===== src/design/fta_pkg.sv =====
`default_nettype none
package fta_pkg;

   // Tick counter and frame time widths
   localparam int unsigned STAMP_W  = 64;
   localparam int unsigned TICKS_W  = 32;
   localparam int unsigned RATE_W   = 16;
   localparam int unsigned ACCUM_W  = TICKS_W + 1;

   // Configuration register indexes
   localparam logic CSR_TICKS_PER_SECOND = 1'b0;
   localparam logic CSR_MIN_FRAME_TICKS  = 1'b1;

   // Reset values of the configuration registers
   localparam logic [TICKS_W-1:0] TPS_RESET       = 32'd10000000;
   localparam logic [TICKS_W-1:0] MIN_TICKS_RESET = 32'd0;

   // Item kind carried in req_tuser
   localparam logic CMD_TICK    = 1'b0;
   localparam logic CMD_RESTART = 1'b1;

   localparam logic [RATE_W-1:0] RATE_MAX = '1;

   // Frame sequencer states
   typedef enum logic [2:0] {
      S_IDLE,
      S_DIFF,
      S_CHECK,
      S_EVICT,
      S_ADD,
      S_RATE,
      S_DIV,
      S_FINISH
   } fta_state_type;

endpackage
`default_nettype wire


===== src/design/fta_div.sv =====
`default_nettype none
// Restoring divider, one quotient bit per cycle.
module fta_div #(
   parameter int unsigned NUM_W = 38,
   parameter int unsigned DEN_W = 7
) (
   input  wire logic             clock,
   input  wire logic             reset,
   input  wire logic             start,
   input  wire logic [NUM_W-1:0] num,
   input  wire logic [DEN_W-1:0] den,
   output logic                  done,
   output logic [NUM_W-1:0]      quot
);

   localparam int unsigned CNT_W = $clog2(NUM_W + 1);

   logic             busy_ff;
   logic [CNT_W-1:0] cnt_ff;
   logic [NUM_W-1:0] num_ff;
   logic [DEN_W-1:0] den_ff;
   logic [DEN_W-1:0] rem_ff;
   logic [DEN_W:0]   rem_sh;
   logic             ge;
   logic [DEN_W:0]   rem_sub;

   // One shift-subtract step
   assign rem_sh  = {rem_ff, num_ff[NUM_W-1]};
   assign ge      = rem_sh >= {1'b0, den_ff};
   assign rem_sub = rem_sh - {1'b0, den_ff};

   assign done = busy_ff && (cnt_ff == CNT_W'(1));
   assign quot = num_ff;

   // Control: count down the quotient bits
   always_ff @(posedge clock) begin
      if (reset) begin
         busy_ff <= 1'b0;
         cnt_ff  <= '0;
      end else if (start) begin
         busy_ff <= 1'b1;
         cnt_ff  <= CNT_W'(NUM_W);
      end else if (busy_ff) begin
         cnt_ff <= cnt_ff - CNT_W'(1);
         if (cnt_ff == CNT_W'(1)) begin
            busy_ff <= 1'b0;
         end
      end
   end

   // Datapath: shift the dividend out, the quotient bits in
   always_ff @(posedge clock) begin
      if (start) begin
         num_ff <= num;
         den_ff <= den;
         rem_ff <= '0;
      end else if (busy_ff) begin
         num_ff <= {num_ff[NUM_W-2:0], ge};
         rem_ff <= ge ? rem_sub[DEN_W-1:0] : rem_sh[DEN_W-1:0];
      end
   end

endmodule
`default_nettype wire


===== src/design/frame_time_averager.sv =====
`default_nettype none
// Frame time averager.
// req channel: one item per counter reading. req_tdata holds the 64-bit
// timestamp, req_tuser the command (0 tick, 1 restart). A restart only
// stores the reading. A tick measures the frame time; if the frame limiter
// (min_frame_ticks) has not yet passed, it is dropped with no result.
// rsp channel: one item per completed frame with the window average,
// the latched frame rate, the window fill and whether the frame time
// entered the window.
// A completed frame runs a bit-serial divide of the window sum by the fill
// count, one quotient bit per cycle; no divide runs while the window is
// empty. The next item is accepted after the result is loaded into the
// output register. Frame times live in a one-port synchronous memory, read
// in the cycle before its write-back. One item is in work at a time. A result
// waits in the output register while rsp_tready is low; the next item is
// still accepted, and its result waits for the register to drain.
// csr port: index 0 ticks_per_second, index 1 min_frame_ticks, written by the
// user only while idle; the block itself does not enforce it. Synchronous reset
// restores the sequencer, window counters, rate state, output valid and CSRs.
module frame_time_averager #(
   parameter int unsigned WINDOW_DEPTH = 64
) (
   input  wire logic        clock,
   input  wire logic        reset,
   // req_tdata: timestamp[63:0]
   input  wire logic        req_tvalid,
   output logic             req_tready,
   input  wire logic [63:0] req_tdata,
   // req_tuser: command[0]
   input  wire logic        req_tuser,
   // rsp_tdata: avg_frame_ticks[31:0], frame_rate[47:32],
   //            fill_count[FILL_W+47:48], sample_taken[FILL_W+48], zero pad
   output logic             rsp_tvalid,
   input  wire logic        rsp_tready,
   output logic [((49 + $clog2(WINDOW_DEPTH + 1) + 7) / 8) * 8 - 1:0] rsp_tdata,
   input  wire logic        csr_we,
   input  wire logic        csr_index,
   input  wire logic [31:0] csr_wdata
);

   import fta_pkg::*;

   localparam int unsigned FILL_W = $clog2(WINDOW_DEPTH + 1);
   localparam int unsigned HEAD_W = (WINDOW_DEPTH > 1) ? $clog2(WINDOW_DEPTH) : 1;
   localparam int unsigned SUM_W  = TICKS_W + $clog2(WINDOW_DEPTH);
   localparam int unsigned RSP_W  = ((49 + FILL_W + 7) / 8) * 8;

   fta_state_type state_ff, state_in;

   logic [TICKS_W-1:0] tps_ff;
   logic [TICKS_W-1:0] min_ticks_ff;

   logic [STAMP_W-1:0] stamp_ff;
   logic [STAMP_W-1:0] last_stamp_ff;
   logic [TICKS_W-1:0] elapsed_ff;
   logic               taken_ff;
   logic [HEAD_W-1:0]  head_ff;
   logic [FILL_W-1:0]  fill_ff;
   logic [SUM_W-1:0]   sum_ff;
   logic [TICKS_W-1:0] avg_ff;
   logic [RATE_W-1:0]  frames_ff;
   logic [ACCUM_W-1:0] accum_ff;
   logic [RATE_W-1:0]  rate_ff;

   logic [TICKS_W-1:0] window_mem [WINDOW_DEPTH];
   logic [TICKS_W-1:0] rd_data_ff;

   logic               rsp_valid_ff;
   logic [TICKS_W-1:0] rsp_avg_ff;
   logic [RATE_W-1:0]  rsp_rate_ff;
   logic [FILL_W-1:0]  rsp_fill_ff;
   logic               rsp_taken_ff;

   logic               req_fire;
   logic [STAMP_W-1:0] diff;
   logic               limit_pass;
   logic [TICKS_W-1:0] dev;
   logic               full;
   logic               rsp_load;
   logic               div_start;
   logic               div_done;
   logic [SUM_W-1:0]   div_quot;
   logic [TICKS_W-1:0] avg_in;

   assign req_fire   = req_tvalid && req_tready;
   assign diff       = stamp_ff - last_stamp_ff;
   assign limit_pass = (min_ticks_ff == '0) || (elapsed_ff >= min_ticks_ff);
   assign dev        = (elapsed_ff >= avg_ff) ? (elapsed_ff - avg_ff) : (avg_ff - elapsed_ff);
   assign full       = fill_ff == FILL_W'(WINDOW_DEPTH);
   assign avg_in     = (fill_ff != '0) ? div_quot[TICKS_W-1:0] : '0;

   // Configuration registers
   always_ff @(posedge clock) begin
      if (reset) begin
         tps_ff       <= TPS_RESET;
         min_ticks_ff <= MIN_TICKS_RESET;
      end else if (csr_we) begin
         case (csr_index)
            CSR_TICKS_PER_SECOND: tps_ff       <= csr_wdata;
            CSR_MIN_FRAME_TICKS:  min_ticks_ff <= csr_wdata;
            default: ;
         endcase
      end
   end

   // State register
   always_ff @(posedge clock) begin
      if (reset) begin
         state_ff <= S_IDLE;
      end else begin
         state_ff <= state_in;
      end
   end

   // Next state and handshake outputs
   always_comb begin
      state_in   = state_ff;
      req_tready = 1'b0;
      div_start  = 1'b0;
      rsp_load   = 1'b0;
      case (state_ff)
         S_IDLE: begin
            req_tready = 1'b1;
            if (req_tvalid && (req_tuser == CMD_TICK)) begin
               state_in = S_DIFF;
            end
         end
         S_DIFF:  state_in = S_CHECK;
         S_CHECK: state_in = limit_pass ? S_EVICT : S_IDLE;
         S_EVICT: state_in = S_ADD;
         S_ADD:   state_in = S_RATE;
         S_RATE: begin
            if (fill_ff != '0) begin
               div_start = 1'b1;
               state_in  = S_DIV;
            end else begin
               state_in = S_FINISH;
            end
         end
         S_DIV: begin
            if (div_done) begin
               state_in = S_FINISH;
            end
         end
         S_FINISH: begin
            if (!rsp_valid_ff || rsp_tready) begin
               rsp_load = 1'b1;
               state_in = S_IDLE;
            end
         end
         default: state_in = S_IDLE;
      endcase
   end

   // Frame state update
   always_ff @(posedge clock) begin
      if (reset) begin
         last_stamp_ff <= '0;
         head_ff       <= '0;
         fill_ff       <= '0;
         sum_ff        <= '0;
         avg_ff        <= '0;
         frames_ff     <= '0;
         accum_ff      <= '0;
         rate_ff       <= '0;
      end else begin
         case (state_ff)
            S_IDLE: begin
               if (req_fire && (req_tuser == CMD_RESTART)) begin
                  last_stamp_ff <= req_tdata;
               end
            end
            S_CHECK: begin
               if (limit_pass) begin
                  last_stamp_ff <= stamp_ff;
               end
            end
            // Drop the oldest entry or grow the window
            S_EVICT: begin
               if (taken_ff) begin
                  if (full) begin
                     sum_ff <= sum_ff - SUM_W'(rd_data_ff);
                  end else begin
                     fill_ff <= fill_ff + FILL_W'(1);
                  end
                  head_ff <= (head_ff == HEAD_W'(WINDOW_DEPTH - 1)) ? '0
                                                                     : head_ff + HEAD_W'(1);
               end
            end
            S_ADD: begin
               if (taken_ff) begin
                  sum_ff <= sum_ff + SUM_W'(elapsed_ff);
               end
               if (frames_ff != RATE_MAX) begin
                  frames_ff <= frames_ff + RATE_W'(1);
               end
               accum_ff <= accum_ff + ACCUM_W'(elapsed_ff);
            end
            // Latch the rate once a second has gone by
            S_RATE: begin
               if (accum_ff > ACCUM_W'(tps_ff)) begin
                  rate_ff   <= frames_ff;
                  frames_ff <= '0;
                  accum_ff  <= '0;
               end
            end
            S_FINISH: begin
               if (rsp_load) begin
                  avg_ff <= avg_in;
               end
            end
            default: ;
         endcase
      end
   end

   // Per-item working registers
   always_ff @(posedge clock) begin
      if (req_fire) begin
         stamp_ff <= req_tdata;
      end
      if (state_ff == S_DIFF) begin
         elapsed_ff <= (diff[STAMP_W-1:TICKS_W] != '0) ? '1 : diff[TICKS_W-1:0];
      end
      if (state_ff == S_CHECK) begin
         taken_ff <= dev < tps_ff;
      end
   end

   // Frame time memory: read at the head, write back the new frame time
   always_ff @(posedge clock) begin
      rd_data_ff <= window_mem[head_ff];
      if ((state_ff == S_EVICT) && taken_ff) begin
         window_mem[head_ff] <= elapsed_ff;
      end
   end

   fta_div #(
      .NUM_W(SUM_W),
      .DEN_W(FILL_W)
   ) u_div (
      .clock(clock),
      .reset(reset),
      .start(div_start),
      .num  (sum_ff),
      .den  (fill_ff),
      .done (div_done),
      .quot (div_quot)
   );

   // Output register: hold the result until taken
   always_ff @(posedge clock) begin
      if (reset) begin
         rsp_valid_ff <= 1'b0;
      end else if (rsp_load) begin
         rsp_valid_ff <= 1'b1;
      end else if (rsp_tready) begin
         rsp_valid_ff <= 1'b0;
      end
   end

   always_ff @(posedge clock) begin
      if (rsp_load) begin
         rsp_avg_ff   <= avg_in;
         rsp_rate_ff  <= rate_ff;
         rsp_fill_ff  <= fill_ff;
         rsp_taken_ff <= taken_ff;
      end
   end

   assign rsp_tvalid = rsp_valid_ff;
   assign rsp_tdata  = RSP_W'({rsp_taken_ff, rsp_fill_ff, rsp_rate_ff, rsp_avg_ff});

   // Window never holds more than its depth
   a_fill_bound: assert property (@(posedge clock) disable iff (reset)
      fill_ff <= FILL_W'(WINDOW_DEPTH))
      else $error("window fill above depth");

   // Until the window is full the head tracks the fill count
   a_head_tracks_fill: assert property (@(posedge clock) disable iff (reset)
      !full |-> (FILL_W'(head_ff) == fill_ff))
      else $error("window head out of step with fill");

   // An empty window reports a zero average
   a_empty_avg: assert property (@(posedge clock) disable iff (reset)
      rsp_load && (fill_ff == '0) |=> (rsp_avg_ff == '0))
      else $error("nonzero average from empty window");

   // A taken frame time leaves a nonempty window
   a_taken_fill: assert property (@(posedge clock) disable iff (reset)
      rsp_valid_ff && rsp_taken_ff |-> (rsp_fill_ff != '0))
      else $error("frame taken but window empty");

endmodule
`default_nettype wire


===== config.mk =====
export PLATFORM = sky130hd
export DESIGN_NAME = frame_time_averager
export DESIGN_NICKNAME = d
export VERILOG_FILES = /design/src/design/fta_pkg.sv /design/src/design/fta_div.sv /design/src/design/frame_time_averager.sv
export SDC_FILE = /design/constraint.sdc
export NUM_CORES = 2
export LEC_CHECK = 0
export BUFFER_PORTS_ARGS = -buffer_cell sky130_fd_sc_hd__buf_2
export CELL_PAD_IN_SITES_DETAIL_PLACEMENT = 0
export CELL_PAD_IN_SITES_GLOBAL_PLACEMENT = 1
export CORE_ASPECT_RATIO = 0.75
export CORE_MARGIN = 4
export CORE_UTILIZATION = 53
export CTS_CLUSTER_SIZE = 14
export DETAILED_ROUTE_END_ITERATION = 7
export PLACE_DENSITY = 0.78
export RECOVER_POWER = 50
export SKIP_LAST_GASP = 1
export SYNTH_ARGS = -nofsm -noshare
export SYNTH_HDL_FRONTEND = slang
export SYNTH_SLANG_ARGS = --single-unit

===== constraint.sdc =====
create_clock -name clock -period 7.7 [get_ports clock]
set_input_delay 1.155 -clock clock [delete_from_list [all_inputs] [get_ports clock]]
set_output_delay 1.155 -clock clock [all_outputs]
set_load 0.01 [all_outputs]

## Yosys cells after proc, flatten, opt, wreduce, memory -nomap -nowiden

Memory sizes are Yosys's and may differ from the RTL's. A register that Yosys moved wholly into a read port is not among the register bits.
Index checks and enable logic that the tools add are counted.

| storage, ports and cells | value |
|---|---|
| output and inout bits | 58 |
| memories kept | 1 |
| bits of input ports | 103 |
| RAM bits | 2,048 |
| word-level logic and storage cells | 133 |
| flip-flop bits (word level) | 492 |

Memories:

| name | depth | width | rd ports | clocked after Yosys merged registers in | write ports | RTL line | source |
|---|---|---|---|---|---|---|---|
| window_mem | 64 | 32 | 1 | 1 | 1 | frame_time_averager.sv:65 | `logic [TICKS_W-1:0] window_mem [WINDOW_DEPTH];` |

| cells by class | value |
|---|---|
| reduce and logical (&&, ||, !) cells | 29 |
| equal/unequal tests | 21 |
| mux-type cells | 38 |
| add/sub/neg operators | 11 |
| order comparisons | 5 |
| bitwise logic cells | 3 |

Operators by type and width:

| kind | count |
|---|---|
| 2-to-1 mux 38 bit | 5 |
| 2-to-1 mux 64 bit | 2 |
| one-hot mux 64 bit (2 select lines) | 1 |
| one-hot mux 38 bit (2 select lines) | 1 |
| one-hot mux 33 bit (2 select lines) | 1 |
| greater-or-equal comparator 32 bit | 2 |
| 2-to-1 mux 32 bit | 2 |
| subtractor 32 bit | 2 |
| subtractor 64 bit | 1 |
| adder 38 x 32 -> 38 bit | 1 |
| subtractor 38 x 32 -> 38 bit | 1 |
| adder 33 x 32 -> 33 bit | 1 |
| > comparator 33 x 32 -> 1 bit | 1 |
| 2-to-1 mux 33 bit | 1 |
| zero test 32 bit | 1 |
| less-than comparator 32 bit | 1 |
| 2-to-1 mux 16 bit | 2 |
| one-hot mux 16 bit (2 select lines) | 1 |
| nonzero test 32 bit | 1 |
| one-hot mux 3 bit (8 select lines) | 1 |
| != test 2 bit, second input constant | 10 |
| 2-to-1 mux 6 bit | 3 |
| adder 16 x 1 -> 16 bit, second input constant | 1 |
| != test 16 bit, second input constant | 1 |
| other kinds (26) | 63 |

## Longest topological paths before layout

| depth | value |
|---|---|
| depth in word-level cells | 6 |
| mapped depth | 28 |
| mapped depth without buffers | 26 |

## Modules after synthesis

From an unflattened synthesis, not the netlist that was laid out.

| unflattened totals | value |
|---|---|
| cell total of the unflattened synthesis | 7,722 |
| area total of the unflattened synthesis | 107,100.2 µm² |

By module, submodules not included:

| module | area an instance (µm²) | cells an instance | sequential area each (µm²) | instances |
|---|---|---|---|---|
| frame_time_averager | 104,166.2 | 7,499 | 72,339.4 | 1 |
| fta_div | 2,934.1 | 223 | 1,631.6 | 1 |

## Least setup slack after synthesis

No wires, ideal clock.

| path | value |
|---|---|
| path type | reg2reg |
| from | register elapsed_ff[2] |
| to | register taken_ff (data pin) |
| period minus slack after synthesis | 5.614 ns |
| data required time | 7.548 ns |
| cell stages (with the launch flop) | 28 |
| data arrival time | 5.462 ns |
| path slack | 2.086 ns |
| library setup time | 0.152 ns |
| buffers on the path | 4 |
| cells stage by stage | edfxtp_1 -> inv_1 -> ha_1 -> clkbuf_1 -> a21o_1 -> a21o_1 -> a211oi_1 -> o211ai_1 -> nand3_1 -> a2111oi_0 -> nor3_1 -> buf_1 -> buf_2 -> buf_1 -> o21ai_0 -> xnor2_1 -> ha_1 -> a21oi_1 -> nor2b_1 -> o21ai_0 -> nand2b_1 -> a21oi_1 -> nor2b_1 -> o21ai_0 -> nand2b_1 -> a21oi_1 -> o311ai_0 -> a31oi_1 |

| on the way | value |
|---|---|
| longest elaborated chain between the ends | 3 |
| elaborated cells between the ends (all ways) | 5 |
| those cells by class | add/sub (2); order compare (2); mux (1) |

RTL lines:

| element | RTL line | source |
|---|---|---|
| start, declared | frame_time_averager.sv:55 | `logic [TICKS_W-1:0] elapsed_ff;` |
| start signal, assigned | frame_time_averager.sv:223 | `elapsed_ff <= (diff[STAMP_W-1:TICKS_W] != '0) ? '1 : diff[TICKS_W-1:0];` |
| subtractor 32 bit or greater-or-equal comparator 32 bit (tied branches) | frame_time_averager.sv:88 | `assign dev = (elapsed_ff >= avg_ff) ? (elapsed_ff - avg_ff) : (avg_ff - elapsed_ff);` |
| 2-to-1 mux 32 bit (*) | frame_time_averager.sv:88 |  |
| less-than comparator 32 bit (*) | frame_time_averager.sv:226 | `taken_ff <= dev < tps_ff;` |
| end signal, assigned | frame_time_averager.sv:226 |  |
| end, declared | frame_time_averager.sv:56 | `logic taken_ff;` |

Every way passes the cells marked *; elsewhere a longest branch is shown, timed or not.
A chain may end at the register's enable or synchronous reset.

## Final worst setup path

| path | value |
|---|---|
| from | register elapsed_ff[18] |
| to | register last_stamp_ff[12] |

| on the way | value |
|---|---|
| longest elaborated chain between the ends | 4 |

RTL lines:

| element | RTL line | source |
|---|---|---|
| greater-or-equal comparator 32 bit | frame_time_averager.sv:87 | `assign limit_pass = (min_ticks_ff == '0) \|\| (elapsed_ff >= min_ticks_ff);` |
| logical OR 1 bit | frame_time_averager.sv:87 |  |
| != test 2 bit (no line) | n/a |  |
| AND reduction 3 bit (no line) | n/a |  |
| end signal, assigned | frame_time_averager.sv:170 | `last_stamp_ff <= req_tdata;` |
| end signal, assigned | frame_time_averager.sv:175 | `last_stamp_ff <= stamp_ff;` |
| end, declared | frame_time_averager.sv:54 | `logic [STAMP_W-1:0] last_stamp_ff;` |

No other way between the ends.

==> flow_results.org <==
** Die
- For this configuration, the core starts out at a cell density of 53.6%.
- Pin placement for this block handled 161 I/O pins.
- In this run the core area contains 142 standard-cell rows.
- Core outline area :: 201000 um^2
- Measured along the x axis, the die boundary spans 528 um.
- The floorplan step defined a die boundary enclosing 210000 um^2.
- From bottom edge to top edge, the die measures 398 um.

** Worst hold path
- Hold-critical path endpoint :: rsp_rate_ff[8]
- Worst Hold Path Cells :: 0
- Beginning of the worst hold path :: rate_ff[8]
- Tightest Hold Check Type :: register to register

** Synth
- Top cells by area in the synthesized netlist :: edfxtp_1 63%, dfxtp_1 6.1%, a22oi_1 4.4%
- In the synthesized netlist the async set-or-reset flop fraction comes to 0%.
- Area share of the largest cell type after synthesis :: 62.7%
- EDFF count, synth :: 2246
- Top cell type by total area after synthesis :: edfxtp_1
- Net count after synthesis :: 8406
- The Yosys step of the flow raised 0 warnings.
- For this run, the leading register cell type out of synthesis is edfxtp_1.
- Synthesis produced a netlist whose cell count is 7993.
- Fraction of the yosys area taken by sequential cells :: 68.7%
- The cell area that synthesis handed to floorplanning was 108000 um^2.
- Flip-flop and latch count after synthesis :: 2572
- Averaged over all synthesized cells, the footprint is 13.5 um^2.
- Synth unique cells :: 84

** Outcome
- The flow ran to the end, but the final reports show violations.
- Violations in the final reports :: max-capacitance violations, max-slew violations

** Critical path
- R2r setup slk :: 0.78 ns
- STA puts the critical path data required time at 8.46 ns.
- For the worst flop-to-flop path, the logic depth is 12.
- Worst reg2reg path startpoint :: elapsed_ff[18]
- CP startpoint kind :: register
- Crit path max fanout :: 68
- The worst setup path is of the register to register kind.
- At the worst endpoint, the arrival time is 7.68 ns.
- Endpoint type of the worst setup path :: register
- In this run the critical register-to-register path is captured at last_stamp_ff[12].

** Pwr
- Power density of the placed cells :: 251 nW/um^2
- Peak supply drop :: 0.228 mV
- Power comes to 30100 uW.
- Lkg Pwr :: 0.0384 uW

** STA
- Number of endpoints failing setup at the final stage :: 0
- Max-slew violation count :: 1249
- Post-route worst hold slack :: 0.431 ns
- Slew at the pin closest to its max-slew limit :: 4.34 ns
- Hold Vio Cnt, Final :: 0
- Headroom to the max-slew limit came out at -189%.
- Summed over all failing endpoints, the final setup total negative slack is 0 ns.
- Clock period minus worst slack :: 6.92 ns
- After layout, the worst path uses 89.9% of the clock period.
- On the final layout, the worst clock skew is 0.0813 ns.
- Setup repair after global routing missed its margin :: no
- Maximum achievable frequency :: 145 MHz

** Drt
- Detailed Route WL :: 348 mm
- Remaining number of nets flagged by the antenna check after routing :: 0
- After detailed routing, the average wire length per cell comes to 31.7 um.
- Count of unresolved DRC violations after routing :: 0
- Across all layers, the routed design uses 73196 vias.
- For this run, the detailed router's first-pass iteration total came to 6.
- Via/cell ratio :: 6.66
- 1st-iter DRT viols :: 11034

** Global routing
- The number of global-route vias before repair is 68041.
- Across every metal layer, demand over resource in global routing totals 32.3%.
- Grt total ovfl :: 0
- Largest net degree at the start of global routing :: 145
- Antenna violations before repair :: 37
- First-pass GRT wire length :: 492 mm

** Clock network
- For this design, the sink count on the clock tree is 2572.
- For the worst-skew pair, the clock arrives at the later sink with an insertion delay of 0.89 ns.
- The number of clock buffers added by TritonCTS is 231.
- No sink is reached through more buffers than the 3 on the longest clock path.
- Number of hold buffers added after CTS :: 0
- CTS tree :: built
- Post-cts sizing count :: 0
- Library cell used as clock root buffer :: clkbuf_16
- Postcts setup bufs :: 0
- Clock transition at the register clock pins on the worst setup and hold paths after CTS :: 0.07 ns
- Depth of the CTS H-tree :: 4

** Final layout
- Final #Nets :: 8546
- Area delta synth->final :: 11.2%
- FF/Latch Area :: 74000 um^2
- Area of combinational cells with multiple inputs :: 31500 um^2
- Counting the fill cells in the layout gives 15442.
- Layout cells sized above 1 :: 8.48%

** Job
- Across the run, the number of max-cap violations was 29.

** Placement
- I/O Buffers :: 160
- Detailed Place HPWL :: 214 mm
- Gp weighted congestion :: 0.939
-- cell usage in the layout, fill, tap and decap left out, types with 57 or more instances in the layout --
cell type,count
buf_4,168
nor2_1,417
a311oi_1,65
a31oi_1,225
ha_1,304
a22oi_1,635
nor2_4,63
xor2_1,93
a22o_1,207
clkbuf_16,231
a221oi_1,203
inv_1,262
a21o_1,124
edfxtp_1,2246
nand3_1,95
a211oi_1,109
clkbuf_1,198
a21oi_1,505
nand4_1,120
o21ai_0,227
nor3_1,63
dfxtp_1,326
nor4_1,57
nand2_1,592
xnor2_1,83
-- layer usage --
layer	part of all wire (%)	up-vias	GRT usage [%]
met2	41	4498	44.3
met3	14	499	11.5
met1	42	36571	48.7
li1	-	31612	-
met5	0.033	-	0
met4	2.6	16	8.28
-- worst max-delay path by stage --
| stage | start | to | slack, ns | cells after the start |
|---|---|---|---|---|
| final | elapsed_ff[18] | last_stamp_ff[12] | 0.78 | 12 |
| after global routing | elapsed_ff[18] | sum_ff[29] | 0.70 | 14 |
| after CTS | elapsed_ff[0] | taken_ff | 1.68 | 27 |
| after detailed placement | elapsed_ff[0] | taken_ff | 1.71 | 27 |
| after global placement | elapsed_ff[0] | taken_ff | 1.57 | 27 |
| after floorplan | elapsed_ff[2] | taken_ff | 2.09 | 27 |
-- state kept, by name, indices dropped and copies added, names as in the netlist, 32 cells and up --
signal	cells
avg_ff	32
window_mem	2048
last_stamp_ff	64
stamp_ff	64
elapsed_ff	32
accum_ff	33
rsp_avg_ff	32
rd_data_ff	32
sum_ff	38
tps_ff	32
u_div.quot	38
min_ticks_ff	32
-- power by group --
| group | switching [uW] | internal, uW |
|---|---|---|
| Clock | 5250 | 6190 |
| Combinational | 2250 | 1050 |
| Sequential | 155 | 15200 |
| Total | 7650 | 22400 |
-- critical path: stages, from the launching register on --
cell      delay (ns)
edfxtp_1        0.39
clkbuf_1        2.99
ha_1            0.68
a21o_1          0.18
a21o_1          0.16
a21o_1          0.16
a21oi_1         0.13
o21ai_0         0.18
or3_1           0.35
o21bai_1        0.55
o21ai_4         0.10
buf_4           0.39
a211oi_1        0.38
-- layout make-up --
cell class,instances,area share [%]
Antenna cell,11,0.0230
Clock inverter,115,1.09
Multi-Input combinational cell,4689,26.3
Inverter,265,0.832
Sequential cell,2572,61.8
Timing Repair Buffer,374,2.01
Clock buffer,306,5.13
Tap cell,2664,2.79
-- Yosys cell counts, types with 14 or more instances --
master,count
buf_1,70
clkbuf_1,387
nor2_1,480
nand4_1,120
xnor2_1,84
ha_1,304
xor2_1,93
o31ai_1,14
a211oi_1,109
and3_1,18
nor2b_1,30
nand2b_1,57
a22oi_1,635
o211ai_1,31
inv_1,263
a221oi_1,203
o21a_1,23
dfxtp_1,326
a311oi_1,65
nand2_1,595
o21ai_0,227
or3_1,25
a21oi_1,505
and2_1,41
a2111oi_0,14
a31oi_1,227
nand3_1,99
nor4_1,63
a22o_1,207
mux2i_1,28
a21o_1,124
edfxtp_1,2246
nor3_1,65
o21bai_1,34
-- cell families (layout without fill, tap and decap cells) --
| family | count (synthesis) | after routing | synth area share, % |
|---|---|---|---|
| flops | 2572 | 2572 | 68.7 |
| compound gates | 2499 | 2499 | 16.1 |
| simple gates | 1668 | 1668 | 7.15 |
| buf+inv | 732 | 1060 | 2.57 |
| fa+ha+maj | 310 | 310 | 3.65 |
| xor+xnor | 177 | 177 | 1.44 |
| mux | 35 | 35 | 0.334 |
| other cells | 0 | 11 | 0 |
-- stage by stage --
step / instance area [um^2] / setup WS (ns) / std cells / utilization [%]
floorplan: 108000 / 2.09 / 7993 / -
global placement: 112000 / 1.57 / 10564 / 56.0
detailed placement: 112000 / 1.71 / 10564 / 56.0
CTS: 120000 / 1.68 / 10985 / 59.7
global route: 120000 / 0.697 / 10990 / 59.6
finish: 120000 / 0.780 / 10996 / 59.6
No activity file was read; power rests on OpenSTA's default activity.
